File: src/rtl/pkht_pkg.sv
// package for the pointer key hash table
// shared types, status and opcode codes, and the bucket hash function
// no dependencies
package pkht_pkg;

	localparam logic [1:0] OP_PUT    = 2'd0;
	localparam logic [1:0] OP_GET    = 2'd1;
	localparam logic [1:0] OP_REMOVE = 2'd2;
	localparam logic [1:0] OP_UNUSED = 2'd3; // behaves as get

	localparam logic [2:0] ST_FOUND    = 3'd0;
	localparam logic [2:0] ST_INSERTED = 3'd1;
	localparam logic [2:0] ST_MISS     = 3'd2;
	localparam logic [2:0] ST_ABSENT   = 3'd3;
	localparam logic [2:0] ST_FULL     = 3'd4;

	localparam int ID_W = 31;

	// controller to datapath
	typedef struct packed {
		logic load;      // capture key, opcode, start hash
		logic hash_step; // run one mixing round
		logic head_rd;   // start chain at bucket head
		logic node_rd;   // read node at cur
		logic advance;   // cur <= link, prev <= cur
		logic do_insert;
		logic do_remove;
		logic set_result;
	} pkht_cmd_t;

	// datapath to controller
	typedef struct packed {
		logic hash_done;
		logic cur_nil;
		logic key_match;
		logic steps_out;
		logic [1:0] op;
	} pkht_sts_t;

	function automatic logic [31:0] rotl(input logic [31:0] x, input int r);
		return (x << r) | (x >> (32 - r));
	endfunction

	// one of seven final-mix rounds; state packed as {a,b,c}
	function automatic logic [95:0] mix_round(input logic [95:0] s, input logic [2:0] rnd);
		logic [31:0] a, b, c;
		a = s[95:64];
		b = s[63:32];
		c = s[31:0];
		case (rnd)
			3'd0: begin c = (c ^ b) - rotl(b, 14); end
			3'd1: begin a = (a ^ c) - rotl(c, 11); end
			3'd2: begin b = (b ^ a) - rotl(a, 25); end
			3'd3: begin c = (c ^ b) - rotl(b, 16); end
			3'd4: begin a = (a ^ c) - rotl(c, 4); end
			3'd5: begin b = (b ^ a) - rotl(a, 14); end
			3'd6: begin c = (c ^ b) - rotl(b, 24); end
			default: begin c = c; end
		endcase
		return {a, b, c};
	endfunction

endpackage

File: src/rtl/pkht_ctrl.sv
// controller state machine of the hash table
// sequences hash, chain walk and update; uses pkht_pkg
module pkht_ctrl (
	input  logic                clk,
	input  logic                arst_n,
	input  logic                in_fire,
	input  logic                out_free,
	input  pkht_pkg::pkht_sts_t sts,
	output logic                busy,
	output pkht_pkg::pkht_cmd_t cmd
);

	localparam logic [2:0] S_IDLE = 3'd0;
	localparam logic [2:0] S_HASH = 3'd1;
	localparam logic [2:0] S_HEAD = 3'd2;
	localparam logic [2:0] S_READ = 3'd3;
	localparam logic [2:0] S_CMP  = 3'd4;
	localparam logic [2:0] S_DONE = 3'd5;

	logic [2:0] state_q, state_d;

	always_ff @(posedge clk or negedge arst_n) begin
		if (!arst_n) begin
			state_q <= S_IDLE;
		end else begin
			state_q <= state_d;
		end
	end

	assign busy = (state_q != S_IDLE);

	always_comb begin
		state_d = state_q;
		cmd = '0;
		case (state_q)
			S_IDLE: begin
				if (in_fire) begin
					cmd.load = 1'b1;
					state_d = S_HASH;
				end
			end
			S_HASH: begin
				cmd.hash_step = 1'b1;
				if (sts.hash_done) state_d = S_HEAD;
			end
			S_HEAD: begin
				cmd.head_rd = 1'b1;
				state_d = S_READ;
			end
			S_READ: begin
				// cur valid; issue node read or finish on nil or step limit
				if (sts.cur_nil || sts.steps_out) state_d = S_DONE;
				else begin
					cmd.node_rd = 1'b1;
					state_d = S_CMP;
				end
			end
			S_CMP: begin
				if (sts.key_match) state_d = S_DONE;
				else begin
					cmd.advance = 1'b1;
					state_d = S_READ;
				end
			end
			S_DONE: begin
				if (out_free) begin
					cmd.set_result = 1'b1;
					if (sts.op == pkht_pkg::OP_PUT && !sts.key_match) cmd.do_insert = 1'b1;
					if (sts.op == pkht_pkg::OP_REMOVE && sts.key_match) cmd.do_remove = 1'b1;
					state_d = S_IDLE;
				end
			end
			default: state_d = S_IDLE;
		endcase
	end

endmodule

File: config.mk
export PLATFORM = sky130hd
export DESIGN_NAME = pkht_ctrl
export DESIGN_NICKNAME = d
export VERILOG_FILES = /design/src/rtl/pkht_pkg.sv /design/src/rtl/pkht_ctrl.sv
export SDC_FILE = /design/constraint.sdc
export NUM_CORES = 1
export LEC_CHECK = 0
export ABC_AREA = 1
export BUFFER_PORTS_ARGS = -buffer_cell sky130_fd_sc_hd__buf_2
export CAP_MARGIN = 10
export CELL_PAD_IN_SITES_DETAIL_PLACEMENT = 1
export CELL_PAD_IN_SITES_GLOBAL_PLACEMENT = 2
export CORE_MARGIN = 2
export CORE_UTILIZATION = 20
export CTS_BUF_LIST = sky130_fd_sc_hd__clkbuf_8
export DETAILED_ROUTE_END_ITERATION = 10
export PLACE_DENSITY_LB_ADDON = 0.12
export SYNTH_ARGS = -nofsm -noshare
export SYNTH_HDL_FRONTEND = slang
export SYNTH_SLANG_ARGS = --single-unit
export TNS_END_PERCENT = 100
File: constraint.sdc
create_clock -name clk -period 2.3 [get_ports clk]
set_clock_uncertainty 0.2 [all_clocks]
set_input_delay 0.46 -clock clk [delete_from_list [all_inputs] [get_ports clk]]
set_output_delay 0.46 -clock clk [all_outputs]
set_load 0.01 [all_outputs]
; Yosys cells after proc, flatten, opt, wreduce, memory -nomap -nowiden
; Index checks and enable logic that the tools add are counted.
[totals]
input_bits = 10
out_inout_bits = 9
regBits = 3
word_cells = 36
[classes]
mux = 18
eq_ne = 9
reduce_logical = 8
[ops]
columns = op, n
row1 = two-way mux 3 bit, 6
row2 = one-hot mux 3 bit (6 select lines), 1
row3 = two-way mux 1 bit, 11
row4 = "== test 3 x 2 -> 1 bit, second input constant", 2
row5 = "== test 3 bit, second input constant", 2
row6 = "inequality test 2 bit, second input constant", 3
row7 = "== test 3 x 1 -> 1 bit, second input constant", 1
row8 = logical NOT 3 bit, 1
row9 = AND reduction 3 bit, 1
row10 = nonzero test 3 bit, 1
row11 = "== test 2 bit, second input constant", 1
row12 = logical AND 1 bit, 2
row13 = logical NOT 2 bit, 1
row14 = logical NOT 1 bit, 1
row15 = logical OR 1 bit, 1

; Logic depth before layout (Yosys ltp)
[logic_depth]
depth_word = 5
mapped_depth = 6
depth_no_buf = 6

; Worst setup path before layout
; No wires, ideal clock.
[synth_timing]
path_type = register -> output
start = register state_q[0]
end = output cmd[7] in the netlist's numbering
required_ns = 1.640
path_stages_with_launch = 5
arrival_ns = 0.947
path_slack_ns = 0.693
path_cell_list = dfrtp_1 > buf_6 > nor2_2 > nand2_1 > nor2_1
[synth_lines]
columns = element, line_no
row1 = "start, declared", pkht_ctrl.sv:20  ; logic [2:0] state_q, state_d;
row2 = "start signal, assigned", pkht_ctrl.sv:26  ; state_q <= state_d;
row3 = "end, declared", pkht_ctrl.sv:10  ; output pkht_pkg::pkht_cmd_t cmd

==> out/metrics.csv <==
metric,value,unit
cts_setup_buffers,0,
post_layout_nonfiller_instances,86,
top_register,state_q,
drc_errors,0,
min_path_type,input port to async pin,
criticalPathCategory,flop to primary output,
rows,13,
die_h,42.02,um
worst_r2r_endpoint,state_q[0],
final_layout_size_suffix_gt1_share,38.03,%
outcome,completed,
worst_setup_path_end_kind,primary output,
drt_wl_total,813,um
yosysSeqAreaShare,25.97,%
drv_slew,0,
cts_tree,built,
finalCriticalPeriod,1.943,ns
synth_area_leaders,"dfrtp_1 (26%), nand2_1 (14%), inv_1 (13%), nand3_1 (10%), nor2_1 (9.1%)",
area_delta_synth_final,52.81,%
pwr-share-comb,48.4,%
grt_pass1_vias,378,
intPower,0.2963,mW
power.density,1227,mW/mm2
largest_reg_flops,3,
io_pins,19,
syn_nets,59,
clk_path_buf_depth,2,
synth-seq-cells,3,
yosys_warnings,0,
grtUsageTotal,10.92,%
critical_path.max_fanout,8,
clockRootBuffer,clkbuf_8,
cts_made_buffers,3,
htree_levels,1,
dp.cells,81,
globalplace.congestion,0.7444,
power_frac_seq,24.3,%
power.switching,0.2456,mW
finalCritPeriodShare,84.48,%
core,0.001318,mm2
clock_latency,0.22,ns
required,1.64,ns
ys_types,14,
nets,82,
syn_avg_cell_area,5.899,um2
viasPerCell,4.233,
portBuffers,18,
grt_pass1_wl,1511,um
dieWidth,42.02,um
grt_max_degree,9,
max_freq,0.5147,GHz
p_leak,0.2886,nW
top_regs,state_q (3),
r2r-start,state_q[0],
pwr-share-clk,27.3,%
finalHoldViolCount,0,
overflow,0,
r2r_slack,1.02,ns
synth_cells,49,
setup-violations-final,0,
wire_per_inst,9.453,um
vdd_drop_max,0.0003624,V
start_util,21.94,%
syn_area,289.0,um2
synth_area_leader_cell,dfrtp_1,
drv_cap,0,
swShare,45.33,%
slew_headroom,82.78,%
finalSetupTns,0,ns
synth_top_area_share,25.97,%
antennaDiodeCount,0,
final_cell_mix,"buf_2 (18), inv_1 (11), nand2_1 (11)",
path_clk_slew,0.03,ns
rsz0062_at_grt,false,
place_hpwl,687.2,um
nFillCells,187,
firstDrtPassIters,1,
design.die.area,0.001765,mm2
cp-start-kind,flop,
layout_commonest_cell,buf_2,
cp.arrival,1.28,ns
drtIter0Drc,0,
worstRegToRegCells,4,
vias,364,
tightest_slew,0.2583,ns
ant_nets,0,
antenna_found_initial,0,
clkSinkCount,3,
==> critical path, stage by stage, from the launching register on <==
cell	delay [ns]
dfrtp_1	0.47
inv_1	0.09
nor3_1	0.17
nand2_1	0.10
nor2_1	0.10
buf_2	0.13
==> area by class of cell <==
| type | instances | area, um2 | share of cell area (%) |
|---|---|---|---|
| Clock inverter | 1 | 3.754 | 0.8499 |
| Clock buffer | 3 | 41.29 | 9.348 |
| Multi-Input combinational cell | 33 | 157.7 | 35.69 |
| Sequential cell | 3 | 75.07 | 17.00 |
| Tap cell | 15 | 18.77 | 4.249 |
| Timing Repair Buffer | 19 | 100.1 | 22.66 |
| Inverter | 12 | 45.04 | 10.20 |
==> per-stage QoR <==
stage | worst slack [ns] | area (um2) | hold slack (ns) | utilization [%] | power, mW
CTS | 0.3471 | 441.7 | 0.3692 | 33.52 | 0.5522
floorplan | 0.6929 | 289.0 | -0.03559 | - | 0.3218
detailed placement | 0.5854 | 386.6 | 0.05709 | 29.34 | 0.3983
finish | 0.3571 | 441.7 | 0.3754 | 33.52 | 0.5419
global route | 0.2106 | 441.7 | 0.3830 | 33.52 | 0.6049
global placement | 0.5908 | 386.6 | 0.05645 | 29.34 | 0.3998
==> kinds of logic (layout without fill, tap and decap cells) <==
| logic type | Yosys count | count (layout) | synth area share (%) |
|---|---|---|---|
| AOI/OAI and AO/OA | 2 | 2 | 4.328 |
| buffers and inverters | 13 | 35 | 19.48 |
| DFF | 3 | 3 | 25.97 |
| and+or+nand+nor | 31 | 31 | 50.22 |
==> timing repair <==
action | in CTS | in global routing
hold buffers | 1 | 0
hold endpoints to repair | 3 | 0
gates resized for setup | 0 | 0
endpoints found under the setup margin | 0 | 0
==> power by group through the flow <==
stage / sequential [mW] / clock, mW / combinational [mW]
6_report: 0.132 / 0.148 / 0.262
5_1_grt: 0.136 / 0.162 / 0.307
4_1_cts: 0.130 / 0.152 / 0.270
3_5_place_dp: 0.131 / 0 / 0.267
3_3_place_gp: 0.131 / 0 / 0.269
2_1_floorplan: 0.105 / 0 / 0.216
==> synth_stat cells (all sizes together) <==
cell	n
nor3	1
nand4	2
dfrtp	3
inv	12
buf	1
nand3	6
o21bai	1
o21ai	1
nand2	12
nor2	10
==> metal layers <==
layer | up-vias | wire length (um) | global-route usage (%) | part of all wire [%]
li1 | 192 | - | - | -
met2 | 13 | 379 | 17.19 | 47
met4 | 0 | 15 | 7.500 | 1.8
met3 | 2 | 48 | 1.293 | 5.9
met1 | 157 | 369 | 13.80 | 45
met5 | - | 0 | 0 | 0
==> how the worst max path moves through the flow <==
| stage | startpoint | end | slack (ns) | cells past startpoint |
|---|---|---|---|---|
| final | state_q[0] | cmd[2] | 0.36 | 5 |
| after global routing | state_q[0] | cmd[1] | 0.21 | 5 |
| after CTS | state_q[0] | cmd[2] | 0.35 | 5 |
| after detailed placement | state_q[0] | cmd[2] | 0.59 | 5 |
| after global placement | state_q[0] | cmd[2] | 0.59 | 5 |
| after floorplan | state_q[0] | cmd[7] | 0.69 | 4 |
(Power assumes the default switching activity.)
